## config.mk

```make
export PLATFORM = sky130hd
export DESIGN_NAME = periodic_timer_event_scheduler_top
export DESIGN_NICKNAME = d
export VERILOG_FILES = /design/src/rtl/ptes_pkg.sv /design/src/rtl/ptes_alu.sv /design/src/rtl/ptes_slot_ram.sv /design/src/rtl/periodic_timer_event_scheduler_top.sv
export SDC_FILE = /design/constraint.sdc
export NUM_CORES = 2
export LEC_CHECK = 0
export ABC_AREA = 1
export BUFFER_PORTS_ARGS = -buffer_cell sky130_fd_sc_hd__buf_2
export CAP_MARGIN = 5
export CORE_MARGIN = 2
export CORE_UTILIZATION = 55
export CTS_CLUSTER_SIZE = 25
export DETAILED_ROUTE_END_ITERATION = 12
export GPL_ROUTABILITY_DRIVEN = 0
export PLACE_DENSITY = 0.71
export SYNTH_ARGS = -nofsm -noshare
export SYNTH_HDL_FRONTEND = slang
export SYNTH_SLANG_ARGS = --single-unit
```

## constraint.sdc

```tcl
create_clock -name clk -period 17.9 [get_ports clk]
set_input_delay 1.79 -clock clk [delete_from_list [all_inputs] [get_ports clk]]
set_output_delay 1.79 -clock clk [all_outputs]
set_load 0.01 [all_outputs]
```

## src/rtl/ptes_pkg.sv

```systemverilog
// Shared types and constants of the periodic timer event scheduler.
// Holds the table sizes, operation and status codes and the structs that run
// between the sequencer, the shared arithmetic unit and the slot memory.
`default_nettype none

package ptes_pkg;

    localparam int TIMER_SLOTS = 16;
    localparam int TIME_W      = 32;
    localparam int MAX_RESULTS = 16;
    localparam int SLOT_W      = (TIMER_SLOTS > 1) ? $clog2(TIMER_SLOTS) : 1;
    localparam int CNT_W       = $clog2(MAX_RESULTS + 1);
    localparam int SID_W       = 4;
    localparam int DUE_W       = 32;
    localparam int PERIOD_W    = 32;

    typedef enum logic [1:0] {
        OP_REGISTER   = 2'd0,
        OP_REMOVE     = 2'd1,
        OP_REMOVE_ALL = 2'd2,
        OP_TICK       = 2'd3
    } op_t;

    typedef enum logic [2:0] {
        ST_REGISTERED  = 3'd0,
        ST_FULL        = 3'd1,
        ST_REMOVED     = 3'd2,
        ST_NOT_FOUND   = 3'd3,
        ST_ALL_REMOVED = 3'd4,
        ST_FIRED       = 3'd5
    } status_t;

    // Request to the shared adder / subtractor and comparator.
    typedef struct packed {
        logic [TIME_W-1:0] a;
        logic [TIME_W-1:0] b;
        logic              sub;
        logic [TIME_W-1:0] cmp_ref;
    } alu_req_t;

    // Write request to the slot memory.
    typedef struct packed {
        logic              due_en;
        logic              per_en;
        logic [SLOT_W-1:0] addr;
        logic [TIME_W-1:0] due;
        logic [TIME_W-1:0] per;
    } ram_wr_t;

endpackage

`default_nettype wire

```

## src/rtl/ptes_alu.sv

```systemverilog
// Shared arithmetic unit: one add or subtract followed by an unsigned compare.
// Depends on ptes_pkg for the time width and the request struct.
`default_nettype none

module ptes_alu
    import ptes_pkg::*;
(
    input  alu_req_t          req,
    output logic [TIME_W-1:0] sum,
    output logic              gt
);

    logic [TIME_W-1:0] b_eff;

    assign b_eff = req.sub ? ~req.b : req.b;
    assign sum   = req.a + b_eff + {{(TIME_W-1){1'b0}}, req.sub};
    // True when the result is strictly above the reference value.
    assign gt    = (sum > req.cmp_ref);

endmodule

`default_nettype wire

```

## src/rtl/ptes_slot_ram.sv

```systemverilog
// Slot memory: due time and repeat period of every timer slot.
// One write port and one registered read port; depends on ptes_pkg.
`default_nettype none

module ptes_slot_ram
    import ptes_pkg::*;
(
    input  logic              clk,
    input  ram_wr_t           wr,
    input  logic [SLOT_W-1:0] rd_addr,
    output logic [TIME_W-1:0] rd_due,
    output logic [TIME_W-1:0] rd_per
);

    logic [TIME_W-1:0] due_mem [TIMER_SLOTS];
    logic [TIME_W-1:0] per_mem [TIMER_SLOTS];

    always_ff @(posedge clk)
    begin
        if (wr.due_en)
        begin
            due_mem[wr.addr] <= wr.due;
        end
        if (wr.per_en)
        begin
            per_mem[wr.addr] <= wr.per;
        end
    end

    always_ff @(posedge clk)
    begin
        rd_due <= due_mem[rd_addr];
        rd_per <= per_mem[rd_addr];
    end

endmodule

`default_nettype wire

```

## src/rtl/periodic_timer_event_scheduler_top.sv

```systemverilog
// Top level of the periodic timer event scheduler: sequencer, slot flags and
// output register. Depends on ptes_pkg, ptes_alu and ptes_slot_ram.
//
//  channel  | direction | tuser       | tdata                                      | tlast
//  s_axis   | in        | op          | slot_id, start_delay, repeat_period        | -
//  m_axis   | out       | status      | result_slot, due_time                      | last
//
// Operation: one request at a time. Register walks the slots in turn in its
// free-slot search. A tick makes a full pass over the slot memory for each
// firing and a closing empty pass, which is skipped when MAX_RESULTS slots
// fire: each pass goes through the single read port of the slot memory, with
// the shared subtractor and comparator judging one slot per cycle.
// Reset clears the clock, the active flags and all control state; the slot
// memory is not cleared, as an entry is written before its slot turns active.
// A stalled output holds its result; the sequencer waits only when it has a
// further result to hand over.
`default_nettype none

module periodic_timer_event_scheduler_top
    import ptes_pkg::*;
(
    input  logic        clk,
    input  logic        rst_n,
    input  logic        s_axis_tvalid,
    output logic        s_axis_tready,
    input  logic [1:0]  s_axis_tuser,   // op
    input  logic [71:0] s_axis_tdata,   // slot_id, start_delay, repeat_period, zero pad
    output logic        m_axis_tvalid,
    input  logic        m_axis_tready,
    output logic [2:0]  m_axis_tuser,   // status
    output logic [39:0] m_axis_tdata,   // result_slot, due_time, zero pad
    output logic        m_axis_tlast    // last
);

    // Sequencer states, one-hot.
    typedef enum logic [9:0] {
        S_IDLE      = 10'b00_0000_0001,
        S_REG_SCAN  = 10'b00_0000_0010,
        S_REG_END   = 10'b00_0000_0100,
        S_SIMPLE    = 10'b00_0000_1000,
        S_TICK      = 10'b00_0001_0000,
        S_SCAN      = 10'b00_0010_0000,
        S_SCAN_TAIL = 10'b00_0100_0000,
        S_DECIDE    = 10'b00_1000_0000,
        S_REARM     = 10'b01_0000_0000,
        S_FLUSH     = 10'b10_0000_0000
    } state_t;

    state_t                 state_reg, state_next;
    logic [TIME_W-1:0]      now_reg, now_next;
    logic [TIMER_SLOTS-1:0] active_reg, active_next;
    logic [TIMER_SLOTS-1:0] taken_reg, taken_next;
    logic [SLOT_W-1:0]      idx_reg, idx_next;
    logic                   found_reg, found_next;
    logic                   rd_vld_reg, rd_vld_next;
    logic                   best_vld_reg, best_vld_next;
    logic [CNT_W-1:0]       fired_reg, fired_next;
    logic                   pend_vld_reg, pend_vld_next;
    logic                   out_vld_reg;

    // Payload registers, no reset.
    op_t                    op_reg, op_next;
    logic [SID_W-1:0]       sid_reg, sid_next;
    logic [TIME_W-1:0]      delay_reg, delay_next;
    logic [TIME_W-1:0]      period_reg, period_next;
    logic [SLOT_W-1:0]      rd_idx_reg, rd_idx_next;
    logic [SLOT_W-1:0]      best_idx_reg, best_idx_next;
    logic [TIME_W-1:0]      best_late_reg, best_late_next;
    logic [TIME_W-1:0]      best_due_reg, best_due_next;
    logic [SLOT_W-1:0]      pend_slot_reg, pend_slot_next;
    logic [TIME_W-1:0]      pend_due_reg, pend_due_next;
    status_t                out_status_reg;
    logic [SID_W-1:0]       out_slot_reg;
    logic [DUE_W-1:0]       out_due_reg;
    logic                   out_last_reg;

    // Result handed to the output register this cycle.
    logic                   emit;
    status_t                emit_status;
    logic [SID_W-1:0]       emit_slot;
    logic [TIME_W-1:0]      emit_due;
    logic                   emit_last;
    logic                   can_emit;

    alu_req_t               alu_req;
    logic [TIME_W-1:0]      alu_sum;
    logic                   alu_gt;
    ram_wr_t                ram_wr;
    logic [SLOT_W-1:0]      ram_rd_addr;
    logic [TIME_W-1:0]      ram_due;
    logic [TIME_W-1:0]      ram_per;

    logic                   in_accept;
    logic                   idx_last;
    logic                   cand;
    logic                   sid_ok;

    ptes_alu u_alu (
        .req (alu_req),
        .sum (alu_sum),
        .gt  (alu_gt)
    );

    ptes_slot_ram u_ram (
        .clk     (clk),
        .wr      (ram_wr),
        .rd_addr (ram_rd_addr),
        .rd_due  (ram_due),
        .rd_per  (ram_per)
    );

    assign s_axis_tready = (state_reg == S_IDLE);
    assign in_accept     = s_axis_tvalid && s_axis_tready;
    assign can_emit      = !out_vld_reg || m_axis_tready;
    assign idx_last      = (idx_reg == SLOT_W'(TIMER_SLOTS - 1));

    // A slot seen in the scan competes when it is active, has not fired in this
    // tick and its lateness is not negative.
    assign cand   = active_reg[rd_idx_reg] && !taken_reg[rd_idx_reg] && !alu_sum[TIME_W-1];
    assign sid_ok = (int'(sid_reg) < TIMER_SLOTS) && active_reg[SLOT_W'(sid_reg)];

    always_comb
    begin
        state_next     = state_reg;
        now_next       = now_reg;
        active_next    = active_reg;
        taken_next     = taken_reg;
        idx_next       = idx_reg;
        found_next     = found_reg;
        rd_vld_next    = (state_reg == S_SCAN);
        rd_idx_next    = idx_reg;
        best_vld_next  = best_vld_reg;
        best_idx_next  = best_idx_reg;
        best_late_next = best_late_reg;
        best_due_next  = best_due_reg;
        fired_next     = fired_reg;
        pend_vld_next  = pend_vld_reg;
        pend_slot_next = pend_slot_reg;
        pend_due_next  = pend_due_reg;
        op_next        = op_reg;
        sid_next       = sid_reg;
        delay_next     = delay_reg;
        period_next    = period_reg;

        emit           = 1'b0;
        emit_status    = ST_FIRED;
        emit_slot      = '0;
        emit_due       = '0;
        emit_last      = 1'b0;

        alu_req.a       = now_reg;
        alu_req.b       = ram_due;
        alu_req.sub     = 1'b1;
        alu_req.cmp_ref = best_late_reg;

        ram_wr.due_en  = 1'b0;
        ram_wr.per_en  = 1'b0;
        ram_wr.addr    = idx_reg;
        ram_wr.due     = alu_sum;
        ram_wr.per     = period_reg;
        ram_rd_addr    = idx_reg;

        // Scan evaluation: data of the slot read in the previous cycle.
        if (rd_vld_reg && cand && (!best_vld_reg || alu_gt))
        begin
            best_vld_next  = 1'b1;
            best_idx_next  = rd_idx_reg;
            best_late_next = alu_sum;
            best_due_next  = ram_due;
        end

        case (state_reg)
            S_IDLE:
            begin
                if (in_accept)
                begin
                    op_next     = op_t'(s_axis_tuser);
                    sid_next    = s_axis_tdata[3:0];
                    delay_next  = TIME_W'(s_axis_tdata[35:4]);
                    period_next = TIME_W'(s_axis_tdata[67:36]);
                    idx_next    = '0;
                    case (op_t'(s_axis_tuser))
                        OP_REGISTER:   state_next = S_REG_SCAN;
                        OP_REMOVE:     state_next = S_SIMPLE;
                        OP_REMOVE_ALL: state_next = S_SIMPLE;
                        OP_TICK:       state_next = S_TICK;
                        default:       state_next = S_IDLE;
                    endcase
                end
            end

            S_REG_SCAN:
            begin
                if (!active_reg[idx_reg])
                begin
                    found_next = 1'b1;
                    state_next = S_REG_END;
                end
                else if (idx_last)
                begin
                    found_next = 1'b0;
                    state_next = S_REG_END;
                end
                else
                begin
                    idx_next = idx_reg + 1'b1;
                end
            end

            S_REG_END:
            begin
                alu_req.a   = now_reg;
                alu_req.b   = delay_reg;
                alu_req.sub = 1'b0;
                if (can_emit)
                begin
                    emit      = 1'b1;
                    emit_last = 1'b1;
                    if (found_reg)
                    begin
                        ram_wr.due_en        = 1'b1;
                        ram_wr.per_en        = 1'b1;
                        active_next[idx_reg] = 1'b1;
                        emit_status          = ST_REGISTERED;
                        emit_slot            = SID_W'(idx_reg);
                        emit_due             = alu_sum;
                    end
                    else
                    begin
                        emit_status = ST_FULL;
                    end
                    state_next = S_IDLE;
                end
            end

            S_SIMPLE:
            begin
                if (can_emit)
                begin
                    emit      = 1'b1;
                    emit_last = 1'b1;
                    if (op_reg == OP_REMOVE)
                    begin
                        emit_slot = sid_reg;
                        if (sid_ok)
                        begin
                            active_next[SLOT_W'(sid_reg)] = 1'b0;
                            emit_status                   = ST_REMOVED;
                        end
                        else
                        begin
                            emit_status = ST_NOT_FOUND;
                        end
                    end
                    else
                    begin
                        active_next = '0;
                        emit_status = ST_ALL_REMOVED;
                    end
                    state_next = S_IDLE;
                end
            end

            S_TICK:
            begin
                alu_req.a     = now_reg;
                alu_req.b     = TIME_W'(1);
                alu_req.sub   = 1'b0;
                now_next      = alu_sum;
                taken_next    = '0;
                fired_next    = '0;
                pend_vld_next = 1'b0;
                idx_next      = '0;
                best_vld_next = 1'b0;
                state_next    = S_SCAN;
            end

            S_SCAN:
            begin
                if (idx_last)
                begin
                    state_next = S_SCAN_TAIL;
                end
                else
                begin
                    idx_next = idx_reg + 1'b1;
                end
            end

            S_SCAN_TAIL:
            begin
                state_next = S_DECIDE;
            end

            S_DECIDE:
            begin
                ram_rd_addr = best_idx_reg;
                if (!best_vld_reg)
                begin
                    state_next = S_FLUSH;
                end
                else if (!pend_vld_reg || can_emit)
                begin
                    // The previous firing is known now not to be the final one.
                    if (pend_vld_reg)
                    begin
                        emit        = 1'b1;
                        emit_status = ST_FIRED;
                        emit_slot   = SID_W'(pend_slot_reg);
                        emit_due    = pend_due_reg;
                        emit_last   = 1'b0;
                    end
                    pend_vld_next            = 1'b1;
                    pend_slot_next           = best_idx_reg;
                    pend_due_next            = best_due_reg;
                    taken_next[best_idx_reg] = 1'b1;
                    fired_next               = fired_reg + 1'b1;
                    state_next               = S_REARM;
                end
            end

            S_REARM:
            begin
                alu_req.a   = best_due_reg;
                alu_req.b   = ram_per;
                alu_req.sub = 1'b0;
                ram_wr.addr = best_idx_reg;
                if (ram_per != '0)
                begin
                    ram_wr.due_en = 1'b1;
                end
                else
                begin
                    active_next[best_idx_reg] = 1'b0;
                end
                if (fired_reg == CNT_W'(MAX_RESULTS))
                begin
                    state_next = S_FLUSH;
                end
                else
                begin
                    idx_next      = '0;
                    best_vld_next = 1'b0;
                    state_next    = S_SCAN;
                end
            end

            S_FLUSH:
            begin
                if (!pend_vld_reg)
                begin
                    state_next = S_IDLE;
                end
                else if (can_emit)
                begin
                    emit          = 1'b1;
                    emit_status   = ST_FIRED;
                    emit_slot     = SID_W'(pend_slot_reg);
                    emit_due      = pend_due_reg;
                    emit_last     = 1'b1;
                    pend_vld_next = 1'b0;
                    state_next    = S_IDLE;
                end
            end

            default:
            begin
                state_next = S_IDLE;
            end
        endcase
    end

    always_ff @(posedge clk or negedge rst_n)
    begin
        if (!rst_n)
        begin
            state_reg    <= S_IDLE;
            now_reg      <= '0;
            active_reg   <= '0;
            taken_reg    <= '0;
            idx_reg      <= '0;
            found_reg    <= 1'b0;
            rd_vld_reg   <= 1'b0;
            best_vld_reg <= 1'b0;
            fired_reg    <= '0;
            pend_vld_reg <= 1'b0;
            out_vld_reg  <= 1'b0;
        end
        else
        begin
            state_reg    <= state_next;
            now_reg      <= now_next;
            active_reg   <= active_next;
            taken_reg    <= taken_next;
            idx_reg      <= idx_next;
            found_reg    <= found_next;
            rd_vld_reg   <= rd_vld_next;
            best_vld_reg <= best_vld_next;
            fired_reg    <= fired_next;
            pend_vld_reg <= pend_vld_next;
            if (emit)
            begin
                out_vld_reg <= 1'b1;
            end
            else if (m_axis_tready)
            begin
                out_vld_reg <= 1'b0;
            end
        end
    end

    always_ff @(posedge clk)
    begin
        op_reg        <= op_next;
        sid_reg       <= sid_next;
        delay_reg     <= delay_next;
        period_reg    <= period_next;
        rd_idx_reg    <= rd_idx_next;
        best_idx_reg  <= best_idx_next;
        best_late_reg <= best_late_next;
        best_due_reg  <= best_due_next;
        pend_slot_reg <= pend_slot_next;
        pend_due_reg  <= pend_due_next;
        if (emit)
        begin
            out_status_reg <= emit_status;
            out_slot_reg   <= emit_slot;
            out_due_reg    <= DUE_W'(emit_due);
            out_last_reg   <= emit_last;
        end
    end

    assign m_axis_tvalid = out_vld_reg;
    assign m_axis_tuser  = out_status_reg;
    assign m_axis_tdata  = {4'b0000, out_due_reg, out_slot_reg};
    assign m_axis_tlast  = out_last_reg;

    // No firing may be left pending once the sequencer is back at rest.
    assert property (@(posedge clk) disable iff (!rst_n)
        (state_reg == S_IDLE) |-> !pend_vld_reg)
        else $error("pending firing left over at idle");

    // Every accepted request keeps the block busy: the input is not ready in the cycle after.
    assert property (@(posedge clk) disable iff (!rst_n)
        in_accept |=> !s_axis_tready)
        else $error("request accepted without leaving idle");

    // The chosen slot must be active and must not have fired in this tick.
    assert property (@(posedge clk) disable iff (!rst_n)
        ((state_reg == S_DECIDE) && best_vld_reg) |->
            (active_reg[best_idx_reg] && !taken_reg[best_idx_reg]))
        else $error("scan picked an inactive or already fired slot");

endmodule

`default_nettype wire
```

**After elaboration in Yosys (flattened, before gate mapping)**

Memories as Yosys holds them, arrays and structs flattened. A register that Yosys moved wholly into a read port is not among the register bits.
Cells that the tools add are included.

- Bits in registers: 306
- Bits in writable memories: 1024
- Bits of input ports: 78
- Memories: 2

Memory list:

| memory | depth | bits a word | rd ports | clocked after memory_dff | wr ports | RTL line | text |
|---|---|---|---|---|---|---|---|
| u_ram.due_mem | 16 | 32 | 1 | 1 | 1 | ptes_slot_ram.sv:15 | `logic [TIME_W-1:0] due_mem [TIMER_SLOTS];` |
| u_ram.per_mem | 16 | 32 | 1 | 1 | 1 | ptes_slot_ram.sv:16 | `logic [TIME_W-1:0] per_mem [TIMER_SLOTS];` |

- Add/sub/neg operators: 4
- Order comparisons: 8
- Eq/ne operators: 30
- Mux-type cells: 99
- Bitwise logic cells: 7
- Reduce and logical (&&, ||, !) cells: 33

Operators with widths:

| operator | number |
|---|---|
| $mux 32 | 8 |
| $pmux 65 s3 | 1 |
| $mux 16 | 8 |
| $pmux 32 s3 | 1 |
| $mux 10 | 9 |
| $pmux 10 s9 | 1 |
| $mux 4 | 15 |
| $pmux 16 s3 | 1 |
| $add 32x1->32 | 1 |
| $add 32x32->32 | 1 |
| $and 16x16->16 | 2 |
| $gt 32x32->1 | 1 |
| $not 16->16 | 2 |
| $not 32->32 | 1 |
| $or 16x16->16 | 2 |
| $pmux 16 s2 | 1 |
| $reduce_bool 32->1 | 1 |
| $mux 1 | 30 |
| $pmux 10 s3 | 1 |
| $lt 4x5->1 const B | 4 |
| $pmux 4 s5 | 1 |
| $ne 2x2->1 const B | 9 |
| $bmux 1 s4 | 4 |
| $pmux 4 s4 | 1 |
| 39 further kinds | 75 |

**Longest topological paths before layout**

- Depth after elaboration: 13
- Mapped depth: 34
- Mapped depth without buffers: 32

**Modules after synthesis**

A second synthesis with hierarchy kept.

- Cells, all modules: 6201
- Area, all modules: 62219.7 µm²

Modules (own cells, without submodules):

| module | times used | cells an instance | area an instance (µm²) |
|---|---|---|---|
| ptes_slot_ram | 1 | 4244 | 45384.8 |
| periodic_timer_event_scheduler_top | 1 | 1404 | 13655.6 |
| ptes_alu | 1 | 553 | 3179.3 |

**Worst setup path before layout**

OpenSTA, ideal clock, no wires.

- Path kind: reg-to-reg
- Start: register state_reg[0]
- End: register best_due_reg[0] (enable)
- Library setup time: 0.495 ns
- Data arrival time: 7.738 ns
- Path slack: 9.667 ns
- Cell stages (with the launch flop): 32
- Cells stage by stage: dfstp_2 -> nor2_2 -> nand2_2 -> inv_2 -> nand4_1 -> nand2_1 -> nor2_1 -> clkbuf_1 -> buf_2 -> a221oi_1 -> a21oi_1 -> ha_1 -> a21oi_1 -> nand2_1 -> a21oi_1 -> o21ai_1 -> a21boi_0 -> o21ai_1 -> nand2_1 -> o21ai_1 -> nand2_1 -> nand3_1 -> and2_1 -> ha_1 -> nand2_1 -> nor4_1 -> inv_1 -> nor4_1 -> nand2_1 -> nand4_1 -> a21oi_1 -> nor2_1

RTL lines:

| element | RTL line | text |
|---|---|---|
| start, declared | periodic_timer_event_scheduler_top.sv:49 | `state_t state_reg, state_next;` |
| start signal, assigned | periodic_timer_event_scheduler_top.sv:391 | `state_reg <= state_next;` |
| $eq 10x9->1, or another cell as far along | periodic_timer_event_scheduler_top.sv:172 | `case (state_reg)` |
| $pmux 65 s3 * | periodic_timer_event_scheduler_top.sv:172 |  |
| $not 32->32 | ptes_alu.sv:15 | `assign b_eff = req.sub ? ~req.b : req.b;` |
| $mux 32 | ptes_alu.sv:15 |  |
| $add 32x32->32 | ptes_alu.sv:16 | `assign sum = req.a + b_eff + {{(TIME_W-1){1'b0}}, req.sub};` |
| $add 32x1->32 * | ptes_alu.sv:16 |  |
| net alu_sum[26] | periodic_timer_event_scheduler_top.sv:86 | `logic [TIME_W-1:0] alu_sum;` |
| $gt 32x32->1 * | ptes_alu.sv:18 | `assign gt = (sum > req.cmp_ref);` |
| $logic_or 1x1->1 * | periodic_timer_event_scheduler_top.sv:164 | `if (rd_vld_reg && cand && (!best_vld_reg \|\| alu_gt))` |
| $logic_and 1x1->1 * | periodic_timer_event_scheduler_top.sv:164 |  |
| end signal, assigned | periodic_timer_event_scheduler_top.sv:421 | `best_due_reg <= best_due_next;` |
| end, declared | periodic_timer_event_scheduler_top.sv:69 | `logic [TIME_W-1:0] best_due_reg, best_due_next;` |

The timed path passes the listed nets; every way through them passes the cells marked *.
A chain may end at the register's enable or synchronous reset.

**Final worst setup path**

- Start: register state_reg[2]
- End: register best_due_reg[16] (enable)

The elaborated chain is that of the path after synthesis.

==> results by group <==
Critical path
  – Endpoint arrival time on the critical path: ~9.2 ns
  – Delay of the slowest cell on the worst path: 0.70 ns
  – Crit path kind: flop to flop
  – Sort of element at the start of the critical path: flop
  – Critical path fanouts, max: 68
  – WP data required: 18.28 ns
  – Most numerous cell on the critical path: sky130_fd_sc_hd__nand2_1
  – Critical Path End Type: flop
  – Library cell contributing the largest single delay on the critical path: sky130_fd_sc_hd__nor2_4

Routing
  – Post-Route M1 WL: around 57 mm
  – Routed via count: between 30000 and 40000
  – DRT Pass-1 Iters: 6
  – Antenna-violating nets left: 0
  – Remaining routing DRC violations: 0
  – Overall routed net length: 147 mm
  – Routed met2 length: about 68 mm
  – Met3 wire length: between 15 and 20 mm
  – Via-per-instance ratio: just over 6
  – Routed WL per cell: roughly 25 um
  – Iteration-0 DRC Markers: roughly 5000
  – DR top layer: met4

Pwr
  – Sw power: about 3300 uW
  – Leakage: around 0.022 uW
  – Pwr Density: 160 nW/um2
  – Part of the power in the clock network: around 29%
  – Worst VDD drop: around 120 uV
  – Switching part of the total: 32.2%
  – Combinational power share: 23.3%
  – Cell-internal power: roughly 7000 uW
  – Fraction of power consumed by sequential logic: 47.9%

Synthesis
  – Biggest area consumer among synthesized cells: sky130_fd_sc_hd__edfxtp_1
  – Cell variety after synth: 60
  – Post-synthesis instance total: 4407
  – Syn_area_per_cell: approximately 13 um2
  – Fraction of the yosys area taken by sequential cells: just over 70%
  – Register bit total from synthesis: approximately 1400
  – Cell area after technology mapping: roughly 56000 um2
  – Predominant post-synthesis flop cell: sky130_fd_sc_hd__edfxtp_1
  – Simple-gate portion of the synthesized area: 8.73%
  – Combinational family with the most area after synthesis: compound AO/OA/AOI/OAI gates
  – Async set-reset flop share out of synthesis: 6.31%
  – Mux cell area share after synthesis: 0%
  – Post-Synth Adder-Cell Area: about 1.6%
  – Warning count from the yosys run: 0
  – Share of the synthesized area in the top cell type: 66.1%
  – Post-synthesis compound-gate area fraction: 13.3%
  – Largest cells by area after synthesis: sky130_fd_sc_hd__edfxtp_1 (66%), sky130_fd_sc_hd__o21ai_0 (5.0%), sky130_fd_sc_hd__nor2_1 (4.5%)
  – Xor/xnor cell area share of the yosys netlist: less than 1%
  – Post-synth EDFFs: ~1200

Clocking
  – H-Tree Level Count: 4
  – Hold buffers post-CTS: 0
  – Number of sinks driven by the clock tree: 1394
  – Max clock buf depth: 3
  – CTS resizes: 0
  – Number of setup buffers added after CTS: 0
  – Number of buffers added by the clock tree synthesis step: 139
  – Clock network latency to the later pin of the worst-skew pair: 0.76 ns
  – Clock tree from TritonCTS: built
  – Clock transition time at the flip-flop clock pins of the worst setup and hold paths: 0.06 ns
  – Clk root buf: sky130_fd_sc_hd__clkbuf_16

STA
  – Shortest clock period the worst path allows after layout: 8.78 ns
  – Tightest slew margin relative to the limit: 12.3%
  – Clock Skews: approximately 0.037 ns
  – F_max: around 110 MHz
  – Slew Limit Fails: 0
  – Hold Violations, Final: 0
  – Total of endpoints with negative setup slack in the final report: 0
  – Unrepaired setup endpoints after global routing: false
  – Tightest Pin Transition: about 1.3 ns
  – Setup total negative slack: 0 ns
  – Share of the clock period used by the worst path after layout: between 40% and 50%

GRT
  – Maximum number of pins on one net before global-route repair: 241
  – All-layer global routing usage: ~28%
  – Global-route wire length before repair: about 220 mm
  – Number of antenna violations at the first check in global routing: 1
  – Number of global-route vias before repair: 35000
  – Global route overflow: 0

Finish
  – Highest-count cells in the layout ignoring fill and taps: sky130_fd_sc_hd__edfxtp_1 (1238), sky130_fd_sc_hd__nor2_1 (638), sky130_fd_sc_hd__o21ai_0 (566), sky130_fd_sc_hd__nand2_1 (366), sky130_fd_sc_hd__inv_1 (197)
  – Most frequent standard cell in the layout excluding fill and tap cells: sky130_fd_sc_hd__edfxtp_1
  – Nets: around 4600
  – Antenna Cells: 0
  – Final core utilization: between 60% and 70%
  – Synthesis-to-finish area growth: 11.9%
  – Registers with the highest flip-flop counts: u_ram.due_mem (512), u_ram.per_mem (512)
  – Fraction of final layout cells sized beyond drive strength 1: between 10% and 20%

Die
  – Effective utilization at floorplan: 55.4%
  – Number of top-level pins: roughly 120
  – Full die area: 105000 um2
  – Num rows: 117
  – Die W: around 320 um
  – Area of the core region: around 100000 um2
  – Die Y-Extent: between 300 and 400 um

Worst hold path
  – Class of the tightest hold or removal check: flop to flop

Run status
  – Run status: completed

Placement
  – Port-buffer cells: around 120
  – Half-perimeter wire length after placement: roughly 79 mm

Flow run
  – Max-cap viol count: 0
==> power by group through the flow <==
stage / Sequential, uW / Combinational, uW / Clock (uW)
after floorplan: 4740 / 1410 / 0
after global routing: 4840 / 2600 / 3050
after detailed placement: 4880 / 2310 / 0
final: 4830 / 2350 / 2900
after global placement: 4870 / 2250 / 0
after CTS: 4810 / 2320 / 2930
==> cell families (layout without fill, tap and decap cells) <==
| logic type | after synthesis | in the layout |
|---|---|---|
| flops | 1394 | 1394 |
| compound gates | 1227 | 1227 |
| simple gates | 1217 | 1217 |
| buf+inv | 465 | 659 |
| fa+ha+maj | 71 | 71 |
| xor+xnor | 32 | 32 |
| other cells | 1 | 4 |
==> layer usage <==
layer  vias up  GRT usage, %
met1     18100          38.3
met3       360          5.26
met5         -             0
li1      16500             -
met4         0          11.4
met2      2082          44.2
==> final timing paths <==
kind | startpoint | endpoint | slack, ns | depth (start not counted)
max in group asynchronous | rst_n | now_reg[20]$_DFFE_PN0N_ | 15.68 | 2
min in group asynchronous | rst_n | active_reg[5]$_DFFE_PN0P_ | 0.97 | 1
hold / removal | best_due_reg[6]$_DFFE_PP_ | pend_due_reg[6]$_DFFE_PP_ | 0.45 | 0
setup reg to reg | state_reg[2]$_DFFE_PN0P_ | best_due_reg[16]$_DFFE_PP_ | 9.12 | 32
hold reg to reg | best_due_reg[6]$_DFFE_PP_ | pend_due_reg[6]$_DFFE_PP_ | 0.45 | 0
setup / recovery | state_reg[2]$_DFFE_PN0P_ | best_due_reg[16]$_DFFE_PP_ | 9.12 | 32
==> worst max-delay path: cells and delay by family (launching register included) <==
kind | cells | cell delay (ns)
adder cells (fa/ha/maj) | 2 | 0.88
buffers and inverters | 8 | 2.21
AND/OR/NAND/NOR | 15 | 3.16
AO/OA/AOI/OAI | 6 | 1.31
flip-flops | 1 | 0.43
XOR/XNOR | 1 | 0.25
==> per-stage QoR <==
step / total power, uW / worst slack, ns / cells / cell area [um2] / hold slack (ns)
2_1_floorplan: 6140 / 9.67 / 4410 / 56300 / 0.345
3_3_place_gp: 7120 / 9.36 / 5716 / 58400 / 0.421
3_5_place_dp: 7190 / 9.28 / 5716 / 58400 / 0.430
4_1_cts: 10100 / 9.25 / 5972 / 62900 / 0.445
5_1_grt: 10500 / 8.57 / 5972 / 62900 / 0.454
6_report: 10100 / 9.12 / 5972 / 62900 / 0.445
==> area by class of cell <==
class	count	area, um2
fill	7558	38700
multi-input combinational	2551	13900
timing repair buffer	197	1220
clock buffer	195	3910
tap	1368	1710
inverter	206	801
sequential	1394	40700
clock inverter	61	669
==> Yosys cell counts, drive strengths merged (12+ instances only) <==
| cell | instances |
|---|---|
| edfxtp | 1238 |
| nor2 | 681 |
| o21ai | 652 |
| nand2 | 378 |
| inv | 203 |
| o221ai | 182 |
| clkbuf | 135 |
| a21oi | 124 |
| buf | 124 |
| o22ai | 104 |
| nand3 | 101 |
| dfrtp | 87 |
| o211ai | 79 |
| ha | 70 |
| dfxtp | 68 |
| a221oi | 32 |
| xor2 | 22 |
| nand4 | 16 |
| nor3 | 16 |
| nor4 | 16 |
| o2bb2ai | 15 |
| o21a | 12 |
Note: power is estimated with default switching activity, not from simulation.
